<file path="src/rdsc_pkg.sv">
// ----------------------------------------------------------------------------
// rdsc_pkg: shared definitions of the radix digit string converter
// Field widths, base limits, the command word passed from the front end to
// the back end, and the ASCII digit table.
// ----------------------------------------------------------------------------
package rdsc_pkg;

    localparam int VALUE_W        = 64;
    localparam int RADIX_W        = 5;
    localparam int CHAR_W         = 8;
    localparam int COUNT_W        = 7;
    localparam int DIGIT_W        = 4;
    localparam int VALUE_BITS_DEF = 64;

    localparam logic [RADIX_W-1:0] RADIX_MIN = 5'd2;
    localparam logic [RADIX_W-1:0] RADIX_MAX = 5'd16;

    // Lower-case ASCII for the digit values 0 to 15.
    localparam logic [CHAR_W-1:0] DIGIT_TABLE [16] = '{
        8'h30, 8'h31, 8'h32, 8'h33, 8'h34, 8'h35, 8'h36, 8'h37,
        8'h38, 8'h39, 8'h61, 8'h62, 8'h63, 8'h64, 8'h65, 8'h66
    };

    // One classified conversion request.
    typedef struct packed {
        logic [VALUE_W-1:0] value;
        logic [RADIX_W-1:0] base;
        logic               zero;
    } cmd_t;

endpackage

</file>
<file path="src/rdsc_if.sv">
// ----------------------------------------------------------------------------
// rdsc_if: word channels of the radix digit string converter
// The request channel carries a value and a radix; the digit channel carries
// one ASCII digit with its run information.
// ----------------------------------------------------------------------------
interface rdsc_in_if
    import rdsc_pkg::*;
();
    logic               valid;
    logic               ready;
    logic [VALUE_W-1:0] value;
    logic [RADIX_W-1:0] radix;

    modport source (output valid, output value, output radix, input ready);
    modport sink   (input valid, input value, input radix, output ready);
endinterface

interface rdsc_out_if
    import rdsc_pkg::*;
();
    logic               valid;
    logic               ready;
    logic [CHAR_W-1:0]  digit_char;
    logic [COUNT_W-1:0] digit_count;
    logic               last_digit;
    logic               empty_result;

    modport source (output valid, output digit_char, output digit_count,
                    output last_digit, output empty_result, input ready);
    modport sink   (input valid, input digit_char, input digit_count,
                    input last_digit, input empty_result, output ready);
endinterface

</file>
<file path="src/rdsc_front.sv">
// ----------------------------------------------------------------------------
// rdsc_front: request front end
// Masks the value, saturates the radix, flags a zero value and holds the
// classified commands in a two-entry queue for the back end.
// ----------------------------------------------------------------------------
module rdsc_front
    import rdsc_pkg::*;
#(
    parameter int VALUE_BITS = VALUE_BITS_DEF
) (
    input  logic          clk,
    input  logic          rst_n,
    rdsc_in_if.sink       item,
    output logic          cmd_valid,
    input  logic          cmd_ready,
    output cmd_t          cmd
);

    cmd_t       q_reg [2];
    logic       wr_ptr_reg, wr_ptr_next;
    logic       rd_ptr_reg, rd_ptr_next;
    logic [1:0] fill_reg, fill_next;
    cmd_t       incoming;
    logic       push;
    logic       pop;

    always_comb
    begin
        incoming.value = VALUE_W'(item.value[VALUE_BITS-1:0]);
        if (item.radix inside {[5'd0:5'd1]})
        begin
            incoming.base = RADIX_MIN;
        end
        else if (item.radix > RADIX_MAX)
        begin
            incoming.base = RADIX_MAX;
        end
        else
        begin
            incoming.base = item.radix;
        end
        incoming.zero = (incoming.value == '0);
    end

    assign item.ready = (fill_reg != 2'd2);
    assign cmd_valid  = (fill_reg != 2'd0);
    assign cmd        = q_reg[rd_ptr_reg];
    assign push       = item.valid && item.ready;
    assign pop        = cmd_valid && cmd_ready;

    always_comb
    begin
        wr_ptr_next = push ? ~wr_ptr_reg : wr_ptr_reg;
        rd_ptr_next = pop ? ~rd_ptr_reg : rd_ptr_reg;
        fill_next   = fill_reg;
        if (push && !pop)
        begin
            fill_next = fill_reg + 2'd1;
        end
        else if (pop && !push)
        begin
            fill_next = fill_reg - 2'd1;
        end
    end

    always_ff @(posedge clk or negedge rst_n)
    begin
        if (!rst_n)
        begin
            wr_ptr_reg <= 1'b0;
            rd_ptr_reg <= 1'b0;
            fill_reg   <= 2'd0;
        end
        else
        begin
            wr_ptr_reg <= wr_ptr_next;
            rd_ptr_reg <= rd_ptr_next;
            fill_reg   <= fill_next;
        end
    end

    always_ff @(posedge clk)
    begin
        if (push)
        begin
            q_reg[wr_ptr_reg] <= incoming;
        end
    end

endmodule

</file>
<file path="src/rdsc_back.sv">
// ----------------------------------------------------------------------------
// rdsc_back: digit generation and emission
// Divides the value by the base eight bits per cycle, stores the remainders
// in a digit memory and replays them most significant first through an
// output register.
// ----------------------------------------------------------------------------
module rdsc_back
    import rdsc_pkg::*;
#(
    parameter int VALUE_BITS = VALUE_BITS_DEF
) (
    input  logic          clk,
    input  logic          rst_n,
    input  logic          cmd_valid,
    output logic          cmd_ready,
    input  cmd_t          cmd,
    rdsc_out_if.source    digit
);

    localparam int CHUNKS = (VALUE_BITS + 7) / 8;
    localparam int PAD_W  = CHUNKS * 8;
    localparam int CH_W   = (CHUNKS > 1) ? $clog2(CHUNKS) : 1;
    localparam int CNT_W  = $clog2(VALUE_BITS + 1);
    localparam int IDX_W  = $clog2(VALUE_BITS);
    localparam logic [CH_W-1:0] CH_LAST = CH_W'(CHUNKS - 1);

    localparam logic [1:0] S_IDLE = 2'd0;
    localparam logic [1:0] S_DIV  = 2'd1;
    localparam logic [1:0] S_EMIT = 2'd2;

    logic [1:0]         state_reg, state_next;
    logic [PAD_W-1:0]   work_reg, work_next;
    logic [RADIX_W-1:0] base_reg, base_next;
    logic [DIGIT_W-1:0] rem_reg, rem_next;
    logic [CH_W-1:0]    ch_reg, ch_next;
    logic [CNT_W-1:0]   dcnt_reg, dcnt_next;
    logic [CNT_W-1:0]   total_reg, total_next;
    logic [IDX_W-1:0]   rd_idx_reg, rd_idx_next;
    logic               rd_done_reg, rd_done_next;
    logic               pend_reg, pend_next;
    logic               pend_last_reg, pend_last_next;
    logic               out_valid_reg, out_valid_next;
    logic [CHAR_W-1:0]  char_reg, char_next;
    logic [COUNT_W-1:0] count_reg, count_next;
    logic               last_reg, last_next;
    logic               empty_reg, empty_next;

    logic [DIGIT_W-1:0] mem [VALUE_BITS];
    logic [DIGIT_W-1:0] mem_rd_reg;
    logic               mem_we;
    logic               rd_en;
    logic               out_free;
    logic               load_out;

    logic [7:0]         top_byte;
    logic [7:0]         qbyte;
    logic [4:0]         trial;
    logic [DIGIT_W-1:0] rem_div;
    logic [PAD_W-1:0]   work_shift;

    // Eight restoring division steps on the top byte of the dividend.
    always_comb
    begin
        top_byte = work_reg[PAD_W-1 -: 8];
        rem_div  = rem_reg;
        qbyte    = '0;
        trial    = '0;
        for (int i = 7; i >= 0; i--)
        begin
            trial = {rem_div, top_byte[i]};
            if (trial >= base_reg)
            begin
                qbyte[i] = 1'b1;
                rem_div  = DIGIT_W'(trial - base_reg);
            end
            else
            begin
                rem_div  = trial[DIGIT_W-1:0];
            end
        end
        work_shift = (work_reg << 8) | PAD_W'(qbyte);
    end

    assign out_free = !out_valid_reg || digit.ready;

    always_comb
    begin
        state_next     = state_reg;
        work_next      = work_reg;
        base_next      = base_reg;
        rem_next       = rem_reg;
        ch_next        = ch_reg;
        dcnt_next      = dcnt_reg;
        total_next     = total_reg;
        rd_idx_next    = rd_idx_reg;
        rd_done_next   = rd_done_reg;
        pend_next      = pend_reg;
        pend_last_next = pend_last_reg;
        out_valid_next = out_valid_reg;
        char_next      = char_reg;
        count_next     = count_reg;
        last_next      = last_reg;
        empty_next     = empty_reg;
        cmd_ready      = 1'b0;
        mem_we         = 1'b0;
        rd_en          = 1'b0;
        load_out       = 1'b0;

        if (out_valid_reg && digit.ready)
        begin
            out_valid_next = 1'b0;
        end

        case (state_reg)
            S_IDLE:
            begin
                if (cmd_valid)
                begin
                    if (cmd.zero)
                    begin
                        if (out_free)
                        begin
                            cmd_ready      = 1'b1;
                            out_valid_next = 1'b1;
                            char_next      = '0;
                            count_next     = '0;
                            last_next      = 1'b1;
                            empty_next     = 1'b1;
                        end
                    end
                    else
                    begin
                        cmd_ready  = 1'b1;
                        work_next  = PAD_W'(cmd.value[VALUE_BITS-1:0]);
                        base_next  = cmd.base;
                        rem_next   = '0;
                        ch_next    = '0;
                        dcnt_next  = '0;
                        state_next = S_DIV;
                    end
                end
            end
            S_DIV:
            begin
                rem_next  = rem_div;
                work_next = work_shift;
                ch_next   = ch_reg + CH_W'(1);
                if (ch_reg == CH_LAST)
                begin
                    mem_we    = 1'b1;
                    dcnt_next = dcnt_reg + CNT_W'(1);
                    rem_next  = '0;
                    ch_next   = '0;
                    if (work_shift == '0)
                    begin
                        state_next   = S_EMIT;
                        total_next   = dcnt_reg + CNT_W'(1);
                        rd_idx_next  = dcnt_reg[IDX_W-1:0];
                        rd_done_next = 1'b0;
                    end
                end
            end
            S_EMIT:
            begin
                load_out = pend_reg && out_free;
                if (load_out)
                begin
                    out_valid_next = 1'b1;
                    char_next      = DIGIT_TABLE[mem_rd_reg];
                    count_next     = COUNT_W'(total_reg);
                    last_next      = pend_last_reg;
                    empty_next     = 1'b0;
                    pend_next      = 1'b0;
                    if (pend_last_reg)
                    begin
                        state_next = S_IDLE;
                    end
                end
                if (!rd_done_reg && (!pend_reg || load_out))
                begin
                    rd_en          = 1'b1;
                    pend_next      = 1'b1;
                    pend_last_next = (rd_idx_reg == '0);
                    if (rd_idx_reg == '0)
                    begin
                        rd_done_next = 1'b1;
                    end
                    else
                    begin
                        rd_idx_next = rd_idx_reg - IDX_W'(1);
                    end
                end
            end
            default:
            begin
                state_next = S_IDLE;
            end
        endcase
    end

    always_ff @(posedge clk or negedge rst_n)
    begin
        if (!rst_n)
        begin
            state_reg     <= S_IDLE;
            ch_reg        <= '0;
            dcnt_reg      <= '0;
            rd_done_reg   <= 1'b1;
            pend_reg      <= 1'b0;
            pend_last_reg <= 1'b0;
            out_valid_reg <= 1'b0;
        end
        else
        begin
            state_reg     <= state_next;
            ch_reg        <= ch_next;
            dcnt_reg      <= dcnt_next;
            rd_done_reg   <= rd_done_next;
            pend_reg      <= pend_next;
            pend_last_reg <= pend_last_next;
            out_valid_reg <= out_valid_next;
        end
    end

    always_ff @(posedge clk)
    begin
        work_reg   <= work_next;
        base_reg   <= base_next;
        rem_reg    <= rem_next;
        total_reg  <= total_next;
        rd_idx_reg <= rd_idx_next;
        char_reg   <= char_next;
        count_reg  <= count_next;
        last_reg   <= last_next;
        empty_reg  <= empty_next;
    end

    // Digit memory: one write port during division, one read port during
    // emission, read data registered.
    always_ff @(posedge clk)
    begin
        if (mem_we)
        begin
            mem[dcnt_reg[IDX_W-1:0]] <= rem_div;
        end
        if (rd_en)
        begin
            mem_rd_reg <= mem[rd_idx_reg];
        end
    end

    assign digit.valid        = out_valid_reg;
    assign digit.digit_char   = char_reg;
    assign digit.digit_count  = count_reg;
    assign digit.last_digit   = last_reg;
    assign digit.empty_result = empty_reg;

    a_dcnt_bound: assert property (@(posedge clk) disable iff (!rst_n)
        dcnt_reg <= CNT_W'(VALUE_BITS))
        else $error("digit count exceeds the value width");

    a_pend_in_emit: assert property (@(posedge clk) disable iff (!rst_n)
        pend_reg |-> state_reg == S_EMIT)
        else $error("digit read pending outside emission");

    a_empty_form: assert property (@(posedge clk) disable iff (!rst_n)
        (out_valid_reg && empty_reg) |-> (count_reg == '0 && last_reg))
        else $error("empty word without zero count and last flag");

    a_last_ends_run: assert property (@(posedge clk) disable iff (!rst_n)
        (state_reg == S_EMIT && load_out && pend_last_reg) |=> state_reg == S_IDLE)
        else $error("run did not end after its last digit");

endmodule

</file>
<file path="src/radix_digit_string_converter.sv">
// ----------------------------------------------------------------------------
// radix_digit_string_converter: unsigned value to ASCII digits in base 2..16
// Top level joining the request front end and the division and emission
// back end.
// ----------------------------------------------------------------------------
// Usage. A request word on the item channel carries a value and a radix. The
// low VALUE_BITS bits of the value are converted; a radix below two is taken
// as two and one above sixteen as sixteen. The digit channel then delivers
// one word per digit, most significant first, as lower-case ASCII. Every
// digit word carries the total digit count, and the final one has last_digit
// set. A zero value yields a single word with empty_result and last_digit set,
// a zero character and a count of zero.
// Timing. The front end takes each request into a two-entry queue. The back
// end is a shared restoring divider that handles eight dividend bits per
// cycle. Emission then reads the digit memory at one digit per cycle while
// the receiver holds ready high. Requests are converted one at a time; the
// queue absorbs up to two waiting requests.
// Stalls. When the receiver holds ready low, the output register keeps its
// word and emission pauses; the front end keeps accepting until its queue
// is full. Reset clears all control state and drops any run in progress.
// ----------------------------------------------------------------------------
module radix_digit_string_converter
    import rdsc_pkg::*;
#(
    parameter int VALUE_BITS = VALUE_BITS_DEF
) (
    input  logic       clk,
    input  logic       rst_n,
    rdsc_in_if.sink    item,
    rdsc_out_if.source digit
);

    // Classified requests travelling from the front end to the back end.
    logic cmd_valid;
    logic cmd_ready;
    cmd_t cmd;

    rdsc_front #(
        .VALUE_BITS (VALUE_BITS)
    ) u_front (
        .clk       (clk),
        .rst_n     (rst_n),
        .item      (item),
        .cmd_valid (cmd_valid),
        .cmd_ready (cmd_ready),
        .cmd       (cmd)
    );

    rdsc_back #(
        .VALUE_BITS (VALUE_BITS)
    ) u_back (
        .clk       (clk),
        .rst_n     (rst_n),
        .cmd_valid (cmd_valid),
        .cmd_ready (cmd_ready),
        .cmd       (cmd),
        .digit     (digit)
    );

endmodule

</file>
<file path="src/flat_wrapper.sv">
// flat-port wrapper written by rule: the top's interface ports become plain ports
module radix_digit_string_converter_flat import rdsc_pkg::*;
#(
    parameter int VALUE_BITS = VALUE_BITS_DEF
)
  (clk, rst_n, item_valid, item_value, item_radix, item_ready, digit_valid, digit_digit_char, digit_digit_count, digit_last_digit, digit_empty_result, digit_ready);
  rdsc_in_if item_i ();
  rdsc_out_if digit_i ();
  input  logic clk;
  input  logic rst_n;
  input wire logic [$bits(item_i.valid)-1:0] item_valid;
  input wire logic [$bits(item_i.value)-1:0] item_value;
  input wire logic [$bits(item_i.radix)-1:0] item_radix;
  output wire logic [$bits(item_i.ready)-1:0] item_ready;
  output wire logic [$bits(digit_i.valid)-1:0] digit_valid;
  output wire logic [$bits(digit_i.digit_char)-1:0] digit_digit_char;
  output wire logic [$bits(digit_i.digit_count)-1:0] digit_digit_count;
  output wire logic [$bits(digit_i.last_digit)-1:0] digit_last_digit;
  output wire logic [$bits(digit_i.empty_result)-1:0] digit_empty_result;
  input wire logic [$bits(digit_i.ready)-1:0] digit_ready;
  assign item_i.valid = item_valid;
  assign item_i.value = item_value;
  assign item_i.radix = item_radix;
  assign item_ready = item_i.ready;
  assign digit_valid = digit_i.valid;
  assign digit_digit_char = digit_i.digit_char;
  assign digit_digit_count = digit_i.digit_count;
  assign digit_last_digit = digit_i.last_digit;
  assign digit_empty_result = digit_i.empty_result;
  assign digit_i.ready = digit_ready;
  radix_digit_string_converter #(.VALUE_BITS(VALUE_BITS)) u_core (.clk(clk), .rst_n(rst_n), .item(item_i), .digit(digit_i));
endmodule
</file>
<file path="config.mk">
export PLATFORM = sky130hd
export DESIGN_NAME = radix_digit_string_converter_flat
export DESIGN_NICKNAME = d
export VERILOG_FILES = /design/src/rdsc_pkg.sv /design/src/rdsc_if.sv /design/src/rdsc_front.sv /design/src/rdsc_back.sv /design/src/radix_digit_string_converter.sv /design/src/flat_wrapper.sv
export SDC_FILE = /design/constraint.sdc
export NUM_CORES = 1
export LEC_CHECK = 0
export CORE_ASPECT_RATIO = 0.9
export CORE_MARGIN = 5
export CORE_UTILIZATION = 60
export DETAILED_ROUTE_END_ITERATION = 8
export DONT_BUFFER_PORTS = 1
export MAX_ROUTING_LAYER = met4
export PLACE_DENSITY = 0.86
export SLEW_MARGIN = 10
export SYNTH_ARGS = -nofsm -noshare
export SYNTH_HDL_FRONTEND = slang
export SYNTH_HIERARCHICAL = 1
export SYNTH_SLANG_ARGS = --single-unit
</file>
<file path="constraint.sdc">
create_clock -name clk -period 15.66 [get_ports clk]
set_input_delay 0 -clock clk [delete_from_list [all_inputs] [get_ports clk]]
set_output_delay 0 -clock clk [all_outputs]
set_load 0.05 [all_outputs]
</file>
# Yosys cells after proc, flatten, opt, wreduce, memory -nomap -nowiden
# Memories as Yosys holds them, arrays and structs flattened. A register that Yosys moved wholly into a read port is not among the register bits.
# Index checks and enable logic that the tools add are counted.
totals:
  reg_bits: 123
  mem_bits_rw: 396
  rom_bits: 128
  input_bits: 73
  output_inout_bits: 19
  elab_cells: 192
  memories: 3
mem_list:
  columns: ["name", "depth", "width", "read_ports", "rd_clocked_by_memory_dff", "wr", "line_no", "source"]
  rows:
  - ["u_core.u_back.mem", 64, 4, 1, 1, 1, "rdsc_back.sv:48", "logic [DIGIT_W-1:0] mem [VALUE_BITS];"]
  - ["u_core.u_front.q_reg", 2, 70, 1, 0, 1, "rdsc_front.sv:19", "cmd_t q_reg [2];"]
  - ["(name not given)", 16, 8, 1, 0, 0, "rdsc_back.sv:169", "char_next = DIGIT_TABLE[mem_rd_reg];"]
classes:
  addsub: 13
  order_cmp: 12
  n_eq_ne: 15
  muxes: 90
  n_bitwise: 5
  n_reduce_logical: 35
op_table:
  columns: ["operator", "count"]
  rows:
  - ["$logic_not 64->1", 2]
  - ["$mux 64", 2]
  - ["$pmux 64 s2", 1]
  - ["$or 64x8->64", 1]
  - ["$mux 7", 7]
  - ["$mux 8", 6]
  - ["$mux 4", 11]
  - ["$ge 5x5->1", 8]
  - ["$mux 1", 35]
  - ["$sub 4x4->4", 8]
  - ["$pmux 7 s2", 2]
  - ["$mux 6", 4]
  - ["$ne 2x2->1 const B", 10]
  - ["$mux 2", 8]
  - ["$pmux 8 s2", 1]
  - ["$reduce_and 5->1", 3]
  - ["$pmux 6 s2", 1]
  - ["$reduce_bool 2->1", 6]
  - ["$mux 5", 2]
  - ["$mux 3", 3]
  - ["$reduce_and 3->1", 3]
  - ["$logic_and 1x1->1", 8]
  - ["$pmux 1 s2", 4]
  - ["$pmux 4 s2", 1]
  - ["24 further kinds", 33]

# Logic depth before layout (Yosys ltp)
depth:
  ltp_word: 21
  depth_mapped: 51
  ltp_nobuf: 50

# Cells and area by module
# Netlist, hierarchy kept.
modules_own_cells:
  columns: ["module", "instances", "cells_each", "area_per_inst_um2"]
  rows:
  - ["rdsc_back", 1, 1294, 17329.1]
  - ["rdsc_front", 1, 265, 5427.7]

# Worst setup path before layout
# No wires, ideal clock.
synth_path:
  path_kind: "reg-to-reg"
  start: "register u_core.u_back.base_reg[1]"
  end: "memory u_core.u_back.mem[0][2] (data pin)"
  setup_time_ps: 549
  arrival_time_ps: 11782
  t_required_ps: 15111
  path_slack_ps: 3329
  path_stages_with_launch: 47
  synth_period_minus_slack_ps: 12331
  cell_sequence: "edfxtp_1 -> inv_1 -> ha_1 -> nand2_1 -> o21a_1 -> o21ai_1 -> mux2_2 -> ha_1 -> nand3_1 -> nand2_1 -> a211o_1 -> a2111oi_2 -> nor2_1 -> ha_1 -> a21o_1 -> a31oi_1 -> o21ai_1 -> mux2_2 -> (+11 left out) -> a21o_1 -> a31oi_1 -> o21ai_2 -> mux2_2 -> inv_1 -> ha_1 -> a21o_1 -> a31oi_1 -> o21ai_2 -> mux2_2 -> inv_1 -> ha_1 -> a21o_1 -> a31oi_1 -> o21ai_1 -> inv_1 -> nor2_1 -> a21oi_1"
synth_between:
  elab_chain_cells: 16
synth_lines:
  columns: ["element", "line_no", "source"]
  rows:
  - ["start: declaration", "rdsc_back.sv:33", "logic [RADIX_W-1:0] base_reg, base_next;"]
  - ["start signal: assignment", "rdsc_back.sv:228", "base_reg <= base_next;"]
  - ["$sub 4x4->4 / $ge 5x5->1 (equally long branches)", "rdsc_back.sv:74, rdsc_back.sv:71", null]
  - ["$mux 4", "rdsc_back.sv:71", "if (trial >= base_reg)"]
  - ["$sub 4x4->4 / $ge 5x5->1 (equally long branches)", "rdsc_back.sv:74, rdsc_back.sv:71", null]
  - ["$mux 4", "rdsc_back.sv:71", null]
  - ["$sub 4x4->4 / $ge 5x5->1 (equally long branches)", "rdsc_back.sv:74, rdsc_back.sv:71", null]
  - ["$mux 4", "rdsc_back.sv:71", null]
  - ["$ge 5x5->1 / $sub 4x4->4 (equally long branches)", "rdsc_back.sv:71, rdsc_back.sv:74", null]
  - ["$mux 4", "rdsc_back.sv:71", null]
  - ["$sub 4x4->4 / $ge 5x5->1 (equally long branches)", "rdsc_back.sv:74, rdsc_back.sv:71", null]
  - ["$mux 4", "rdsc_back.sv:71", null]
  - ["$sub 4x4->4 / $ge 5x5->1 (equally long branches)", "rdsc_back.sv:74, rdsc_back.sv:71", null]
  - ["$mux 4", "rdsc_back.sv:71", null]
  - ["$ge 5x5->1 / $sub 4x4->4 (equally long branches)", "rdsc_back.sv:71, rdsc_back.sv:74", null]
  - ["$mux 4", "rdsc_back.sv:71", null]
  - ["$sub 4x4->4 / $ge 5x5->1 (equally long branches)", "rdsc_back.sv:74, rdsc_back.sv:71", null]
  - ["$mux 4 *", "rdsc_back.sv:71", null]
  - ["named net u_core.u_back.rem_div[2]", "rdsc_back.sv:58", "logic [DIGIT_W-1:0] rem_div;"]
  - ["end: declaration", "rdsc_back.sv:48", null]
# The timed path passes the listed nets; every way through them passes the cells marked *.

# Worst setup path after layout
layout_path:
  start: "register u_core.u_back.base_reg[1]"
  end: "memory u_core.u_back.mem[41][1] (data pin)"
# Same word-level chain as after synthesis.

==> impl_metrics.toml <==
[place]
dp_hpwl_um = 30500
port_buffers = 0
placed_area_um2 = 23200
gp_congestion = 0.970
dp_slack_ps = 1920

[setup_path]
cp.required_ps = 15870
r2r_end = "u_core/u_back/mem[41][1]$_DFFE_PP_"
r2r_slack_ps = 1490
critPathTopFamily = "compound AO/OA/AOI/OAI gates"
path_buf_inv = 5
critPathSlowestCell = "mux2_2"
cp-start-kind = "register"
cp_max_fo = 65
crit_top_cell = "ha_1"
reg2regPathDepth = 45
cpPeakStageDelay_ps = 1110
timing_worst_setup_path_type = "reg2reg"
worst_ep_arrival_time_ps = 14380
worstSetupStartpoint = "u_core/u_back/base_reg[1]$_DFFE_PP_"
rr_startpoint = "u_core/u_back/base_reg[1]$_DFFE_PP_"
endpoint_kind = "register"

[layout]
largest_register_ffs = 256
num-fill-cells = 2258
fin_area_um2 = 25500
nets = 1761
drive_above_1_share_pct = 13.4
syn_to_final_growth_pct = 12.0
layout_commonest_cell = "edfxtp_1"
layout_common_cells = "502 x edfxtp_1, 242 x nand2_1, 97 x nor2_1"

[synthesis]
synth_fa_ha_area_share_pct = 3.34
yosys.area_share.xor_xnor_pct = 1.15
synth_cells = 1559
synthMuxAreaShare_pct = 10.4
yosys.area_share.simple_pct = 9.47
synth-compound-area-share_pct = 5.10
seq_area_frac_synth_pct = 68.4
ys_top_cells_by_area = "edfxtp_1 66%, nand2_1 4.0%, mux2_2 4.0%"
yosys.area.top_type = "edfxtp_1"
ys.flop_type = "edfxtp_1"
synth.net_count = 1688
post_synth_num_cell_types = 61
synth_top_family_by_area = "multiplexers"
synth-edff-count = 502
async_flop_share_pct = 3.83
syn_avg_cell_area_um2 = 14.6
synth_area_um2 = 22800
synth.ff_latch_count = 522
yosys_warnings = 6
synthDominantCellAreaShare_pct = 66.2

[timing]
period_minus_slack_ps = 14170
setup_viol = 0
grt_setup_unrepaired = "false"
skew_ps = 22.0
max_freq_mhz = 70.6
final.setup.worst_slack_ps = 1490
layout_worst_path_cycle_share_pct = 90.5
slew_headroom_pct = 18.1
finalHoldViolations = 0
setup-tns-final_ps = 0
tightest_slew_ps = 1230
slew_violations = 0

[global_route]
grt_first_pass_wirelength_um = 80800
antenna_found_initial = 4
grt_use_total_pct = 25.2
grt_pass1_vias = 14200
grt_max_degree = 100
grt_overflow = 0

[clocking]
clk_pin_slew_ps = 60
clockBufferDepth = 3
cts.sinks = 522
cts-root-buf = "clkbuf_16"
cts_resized = 0
cts_buffers = 50
post_cts.repair.setup_buffers = 0
cts_htree_levels = 2
cts_tree = "built"
ctsHoldBuffers = 74
clk_latency_ps = 590

[route]
drc_errors = 0
first_pass_iters = 9
ant_nets = 0
wl_um = 51800
num_vias = 13900
routedWlPerCell_um = 24.0
drtIter0Drc = 1763
viasPerCell = 6.45

[status]
status = "finished clean"

[floorplan]
core-area_um2 = 37400
ios = 92
die_area_um2 = 41900
start_util_pct = 60.9
die_width_um = 215
rows = 67
die_h_um = 195

[hold_path]
hp-class = "in2async"

[flow_run]
maxCapViolations = 0
==> worst max-delay path by stage <==
stage               depth (start not counted)  slack (ps)                                endpoint
floorplan                                  46        3330       u_core/u_back/mem[0][2]$_DFFE_PP_
global placement                           46        2720  u_core/u_back/rem_reg[1]$_SDFFCE_PN0P_
detailed placement                         45        1920      u_core/u_back/mem[58][1]$_DFFE_PP_
CTS                                        47        1790      u_core/u_back/mem[27][1]$_DFFE_PP_
global route                               46         530      u_core/u_back/mem[26][1]$_DFFE_PP_
finish                                     45        1490      u_core/u_back/mem[41][1]$_DFFE_PP_
==> area by class of cell <==
type	count	area (µm²)	share of cell area (%)
tap	483	604	2.37
clock buffer	57	1280	5.01
timing repair buffer	88	858	3.37
multi-input combinational	925	6760	26.5
antenna	4	10.0	0.0393
sequential	522	15600	61.1
inverter	45	169	0.663
clock inverter	31	226	0.889
==> synth_stat cells (3+ instances only) <==
| library cell | number |
|---|---|
| mux4_2 | 32 |
| a211oi_1 | 6 |
| buf_2 | 14 |
| mux2i_1 | 74 |
| o22ai_1 | 11 |
| nor4_1 | 38 |
| a21o_1 | 17 |
| mux2_2 | 80 |
| o21ai_0 | 28 |
| edfxtp_1 | 502 |
| dfrtp_1 | 19 |
| nor4_2 | 4 |
| nand3_1 | 8 |
| a31oi_1 | 7 |
| o221ai_1 | 33 |
| a22oi_1 | 4 |
| nand3b_1 | 3 |
| a21oi_1 | 44 |
| or3_1 | 3 |
| nor2b_1 | 10 |
| fa_1 | 8 |
| inv_1 | 45 |
| and2_1 | 10 |
| o21ai_1 | 4 |
| xor2_1 | 9 |
| nand4_1 | 9 |
| or3b_2 | 3 |
| xnor2_1 | 21 |
| nor2_1 | 98 |
| buf_1 | 14 |
| buf_4 | 10 |
| nand2_1 | 242 |
| nor3_1 | 19 |
| clkbuf_1 | 29 |
| and3_1 | 9 |
| nand2b_1 | 13 |
| or2_2 | 3 |
| ha_1 | 48 |
==> kinds of logic (layout without fill, tap and decap cells) <==
kind of cell,after synthesis,after routing
compound gates,174,174
xor+xnor,30,30
fa+ha+maj,56,56
buf+inv,112,221
flops,522,522
mux,186,186
other cells,1,5
simple gates,478,478
==> routing by layer <==
layer,GRT usage [%],up-vias,wire (µm)
met5,-,-,0
met4,7.96,0,1750
met3,4.45,157,4970
met2,41.0,898,25400
met1,33.0,6803,19700
li1,-,6052,-
==> through the flow <==
stage                     hold slack [ps]  cells  util (%)
after floorplan                      -296   1559         -
after global placement               -293   1989      62.1
after detailed placement             -293   1989      62.1
after CTS                            32.8   2151      68.1
after global routing                 88.1   2155      68.2
final                                15.2   2155      68.2
Power is not shown: default switching activity piles up to over one toggle a cycle in this logic, so the estimate is an artifact.
